$ cat src/design/lzsd_pkg.sv
// shared constants, codes and control/status types of the lzss stream decompressor
package lzsd_pkg;

   localparam int HISTORY_DEPTH_DEF = 4096;
   localparam int COUNT_WIDTH_DEF   = 24;

   localparam int LEN_WIDTH  = 24;
   localparam int RUN_WIDTH  = 5;
   localparam int FLAG_WIDTH = 9;

   // parse phases
   localparam logic [1:0] PH_FLAG  = 2'd0;
   localparam logic [1:0] PH_ITEM  = 2'd1;
   localparam logic [1:0] PH_TOKHI = 2'd2;

   // what an incoming request turns into
   localparam logic [1:0] KIND_NONE = 2'd0;
   localparam logic [1:0] KIND_LIT  = 2'd1;
   localparam logic [1:0] KIND_RUN  = 2'd2;

   localparam logic [RUN_WIDTH-1:0] RUN_BIAS = RUN_WIDTH'(3);

   typedef struct packed {
      logic accept;
      logic start_read;
      logic emit;
   } lzsd_cmd_type;

   typedef struct packed {
      logic [1:0] kind;
      logic       run_last;
      logic       out_free;
   } lzsd_status_type;

endpackage

$ cat src/design/lzsd_ctrl.sv
// controller state machine of the lzss stream decompressor
module lzsd_ctrl (
   input  logic                     clock,
   input  logic                     reset,
   input  logic                     req_valid,
   output logic                     req_stall,
   input  lzsd_pkg::lzsd_status_type status,
   output lzsd_pkg::lzsd_cmd_type    cmd
);

   localparam logic [1:0] S_IDLE = 2'd0;
   localparam logic [1:0] S_READ = 2'd1;
   localparam logic [1:0] S_EMIT = 2'd2;

   logic [1:0] state_ff;
   logic [1:0] state_in;

   always_comb begin
      state_in       = state_ff;
      cmd.accept     = 1'b0;
      cmd.start_read = 1'b0;
      cmd.emit       = 1'b0;
      unique case (state_ff)
         S_IDLE: begin
            if (req_valid) begin
               cmd.accept = 1'b1;
               if (status.kind == lzsd_pkg::KIND_LIT) begin
                  state_in = S_EMIT;
               end else if (status.kind == lzsd_pkg::KIND_RUN) begin
                  state_in = S_READ;
               end
            end
         end
         S_READ: begin
            cmd.start_read = 1'b1;
            state_in       = S_EMIT;
         end
         S_EMIT: begin
            if (status.out_free) begin
               cmd.emit = 1'b1;
               state_in = status.run_last ? S_IDLE : S_READ;
            end
         end
         default: begin
            state_in = S_IDLE;
         end
      endcase
   end

   assign req_stall = (state_ff != S_IDLE);

   always_ff @(posedge clock) begin
      if (reset) begin
         state_ff <= S_IDLE;
      end else begin
         state_ff <= state_in;
      end
   end

endmodule

$ cat config.mk
export PLATFORM = sky130hd
export DESIGN_NAME = lzsd_ctrl
export DESIGN_NICKNAME = d
export VERILOG_FILES = /design/src/design/lzsd_pkg.sv /design/src/design/lzsd_ctrl.sv
export SDC_FILE = /design/constraint.sdc
export NUM_CORES = 1
export LEC_CHECK = 0
export BUFFER_PORTS_ARGS = -buffer_cell sky130_fd_sc_hd__buf_2
export CAP_MARGIN = 20
export CORE_AREA = 3 3 40 42
export CTS_CLUSTER_DIAMETER = 150
export CTS_CLUSTER_SIZE = 30
export DETAILED_ROUTE_END_ITERATION = 10
export DIE_AREA = 0 0 43 45
export PLACE_DENSITY_LB_ADDON = 0.12
export SLEW_MARGIN = 20
export SYNTH_ARGS = -nofsm -noshare
export SYNTH_HDL_FRONTEND = slang
export SYNTH_SLANG_ARGS = --single-unit
$ cat constraint.sdc
create_clock -name clock -period 2.1 [get_ports clock]
set_clock_uncertainty 0.05 [all_clocks]
set_input_delay 0.105 -clock clock [delete_from_list [all_inputs] [get_ports clock]]
set_output_delay 0.105 -clock clock [all_outputs]
set_load 0.03 [all_outputs]
# --- Word level (Yosys, flattened, before mapping) ---
# Index checks and enable logic that the tools add are counted.
totals:
  wordCells: 22
  in_bits: 7
  output_inout_bits: 4
  register_bits: 2
classes:
  eq_ne: 7
  reduce_logical: 3
  n_mux: 11
op_table:
  columns: ["op", "count"]
  rows:
  - ["2-to-1 mux 2 bit", 4]
  - ["2-to-1 mux 1 bit", 6]
  - ["one-hot mux 2 bit (3 select lines)", 1]
  - ["equality test 2 x 1 -> 1 bit, second input constant", 2]
  - ["equality test 2 bit, second input constant", 2]
  - ["!= test 2 bit, second input constant", 2]
  - ["!= test 3 bit, second input constant", 1]
  - ["AND reduction 3 bit", 1]
  - ["logical NOT 2 bit", 1]
  - ["nonzero test 2 bit", 1]

# --- Depth between registers and ports, before layout ---
logic_depth:
  depth_word: 5
  depth_mapped: 4
  mapped_depth_nobuf: 4

# --- Least setup slack after synthesis ---
# No wires, ideal clock.
synth_timing:
  kind: "register -> output"
  start: "register state_ff[0]"
  end: "output port cmd[2] (netlist name)"
  arrival_time_ns: 1.148
  t_required_ns: 1.945
  path_stages_with_launch: 3
  slack_ns: 0.797
  path_cell_list: "dfxtp_1 -> or2_2 -> nor2_1"
synth_lines:
  columns: ["item", "line_no", "source"]
  rows:
  - ["start: declaration", "lzsd_ctrl.sv:15", "logic [1:0] state_ff;"]
  - ["start signal: assignment", "lzsd_ctrl.sv:56", "state_ff <= state_in;"]
  - ["end: declaration", "lzsd_ctrl.sv:8", "output lzsd_pkg::lzsd_cmd_type cmd"]

==> summary.md <==
| Metric | Value |
|---|---|
| P_sw | 47.3 µW |
| Die H | 45 µm |
| Reg with most FFs | state_ff |
| CTS Buffer Depth | 2 |
| Final setup margin | 791 ps |
| Worst-Skew Late Latency | 220 ps |
| Crit path required time | 1950 ps |
| Crit Path Max Fanout | 5 |
| Die span in x | 43 µm |
| Period utilization | 0.623 |
| DP Cell Count | 42 |
| Fillers | 158 |
| Max Fclk | 764 MHz |
| ANT cells | 0 |
| Final hold violation count | 0 |
| Fin nets | 41 |
| Yosys reg bits | 2 |
| FF-to-FF setup slack | 870 ps |
| Share of cells above drive strength 1 | 0.548 |
| Int Pwr | 122 µW |
| Mapped Cells | 17 |
| Maxcap violations | 0 |
| Max reg flops | 2 |
| Mean Syn Cell Area | 8.76 µm² |
| Vias | 159 |
| CTS root buffer | clkbuf_4 |
| RSZ-0062 raised after global routing | false |
| Die area | 1940 µm² |
| Area growth, synth to finish | 68.1% |
| Synth unique cells | 13 |
| DRT Pass-1 Iters | 1 |
| First-pass GRT wire length | 634 µm |
| Crit path cell chain | or2_2, nor2_1, buf_2 |
| Clock transition at path regs | 30 ps |
| Global route hottest layer | met4 |
| Final non-filler cell total | 46 |
| Number of I/O pins | 11 |
| CP max-delay cell | dfxtp_1 |
| Worst Hold Launch | status[1] |
| CP arrival | 1150 ps |
| Lkg Pwr | 0.000132 µW |
| Grt met1 use | 0.0526 |
| Crit path from | state_ff[0]$_SDFFE_PP0P_ |
| Initial Utilization | 0.116 |
| CP max stage delay | 340 ps |
| Met2 Usage GRT | 0.0569 |
| Iter 0 DRT Violations | 0 |
| Clock share of power | 0.503 |
| Wire per inst | 8.48 µm |
| Setup TNS | 0 ps |
| H-tree lvl count | 1 |
| DR DRC count | 0 |
| Status | complete, no violations |
| Placement Setup Slack | 722 ps |
| Grt met3 use | 0.0279 |
| Worst Hold Margin | 116 ps |
| Hold Path End | state_ff[0]$_SDFFE_PP0P_ |
| P per Cell Area | 676 nW/µm² |
| Cell Rows | 13 |
| Combinational power share | 0.237 |
| Largest registers | state_ff (2) |
| R2r startpoint | state_ff[1]$_SDFFE_PP0P_ |
| CTS tree | yes |
| Syn_nets | 25 |
| Worst-Margin Slew | 184 ps |
| Initial antenna violation count | 0 |
| VDD IR max | 0.143 mV |
| Setup Buffers After CTS | 0 |
| Final setup fails | 0 |
| IO Port Bufs | 10 |
| Num CTS Buffers | 3 |
| Vias in the first global route | 163 |
| Core Util, Final | 0.195 |
| Hold Path Depth | 3 |
| Switching share of power | 0.280 |
| YS warnings | 0 |
| Vias per inst | 3.46 |
| Crit start category | flip-flop |
| Min Tclk post-route | 1310 ps |
| Crit. End Element | output port |
| Max Slew Vio Count | 0 |
| Core area | 1280 µm² |
| Hold Crit Class | in2reg |
| Sequential element share of the synthesized area | 0.269 |
| Final RePlAce weighted congestion | 0.606 |
| FF-to-FF End | state_ff[0]$_SDFFE_PP0P_ |
| Total gr overflow | 0 |
| Crit Path Class | reg2out |
| Antenna-violating nets left | 0 |
| Post-synthesis cell area | 149 µm² |
| Seq pwr share | 0.260 |
| Total GRT Usage | 0.0498 |
| R2R depth | 2 |
| CTS sink cnt | 2 |
| Largest net degree at the start of global routing | 8 |
| WL final | 390 µm |
| Relative slew slack | 0.877 |
what timing repair did:
item	in CTS	in global routing
hold buffers	1	0
gates resized for setup	0	0
endpoints found under the hold margin	1	0
cell usage after synthesis, drive strengths merged:
master,n,area share
and4bb,1,0.084
nand2,1,0.025
inv,3,0.076
o31a,1,0.059
nor3b,1,0.050
a211oi,1,0.084
and2b,1,0.059
nand3b,1,0.050
or2,1,0.042
or4b,1,0.067
nor2,2,0.050
ha,1,0.084
dfxtp,2,0.27
worst max path at each step:
stage / depth (start not counted) / to
2_1_floorplan: 2 / cmd[2]
3_3_place_gp: 4 / state_ff[0]$_SDFFE_PP0P_
3_5_place_dp: 4 / state_ff[0]$_SDFFE_PP0P_
4_1_cts: 3 / cmd[2]
5_1_grt: 3 / cmd[2]
6_report: 3 / cmd[2]
critical path: cells and delay by family (launching register included):
| kind | cells | cell delay (ps) |
|---|---|---|
| flops | 1 | 340 |
| buf+inv | 1 | 200 |
| simple gates | 2 | 400 |
layout by cell type (no fill, tap or decap):
master         netlist  final
nor2_1               2      2
and4bb_2             1      1
nand3b_1             1      1
or2_2                1      1
ha_1                 1      1
o31a_1               1      1
or4b_1               1      1
buf_2                0     10
inv_1                3      3
dfxtp_1              2      2
clkbuf_4             0      3
and2b_2              1      1
nor3b_1              1      1
a211oi_2             1      1
dlygate4sd3_1        0      1
nand2_1              1      1
power by group through the flow:
stage,clock network [µW],logic (µW),registers [µW]
after floorplan,0,26.1,43.5
after global placement,0,39.2,44.7
after detailed placement,0,39.6,44.7
after CTS,92.6,41.1,44.1
after global routing,95.3,44.1,44.6
final,85.1,40.2,44.0
cell families (layout without fill, tap and decap cells):
group,count (synthesis),after routing,synth area share
AND/OR/NAND/NOR,9,9,0.429
AO/OA/AOI/OAI,2,2,0.143
flip-flops,2,2,0.269
buffers and inverters,3,17,0.0756
adder cells (fa/ha/maj),1,1,0.0840
layer usage:
layer  routed length [µm]  share of wire
met1                  169           0.43
met4                    0              0
met2                  181           0.46
met3                   39           0.10
met5                    0              0
stage by stage:
| step | power, µW | instance area [µm²] |
|---|---|---|
| 2_1_floorplan | 69.6 | 149 |
| 3_3_place_gp | 83.9 | 218 |
| 3_5_place_dp | 84.2 | 218 |
| 4_1_cts | 178 | 250 |
| 5_1_grt | 184 | 250 |
| 6_report | 169 | 250 |
final cells by class:
type	instances	area, µm²	area share
Timing Repair Buffer	11	60.1	0.240
Multi-Input combinational cell	12	97.6	0.390
Inverter	3	11.3	0.0450
Sequential cell	2	40.0	0.160
Clock buffer	3	22.5	0.0900
Tap cell	15	18.8	0.0750
(Power assumes the default switching activity.)
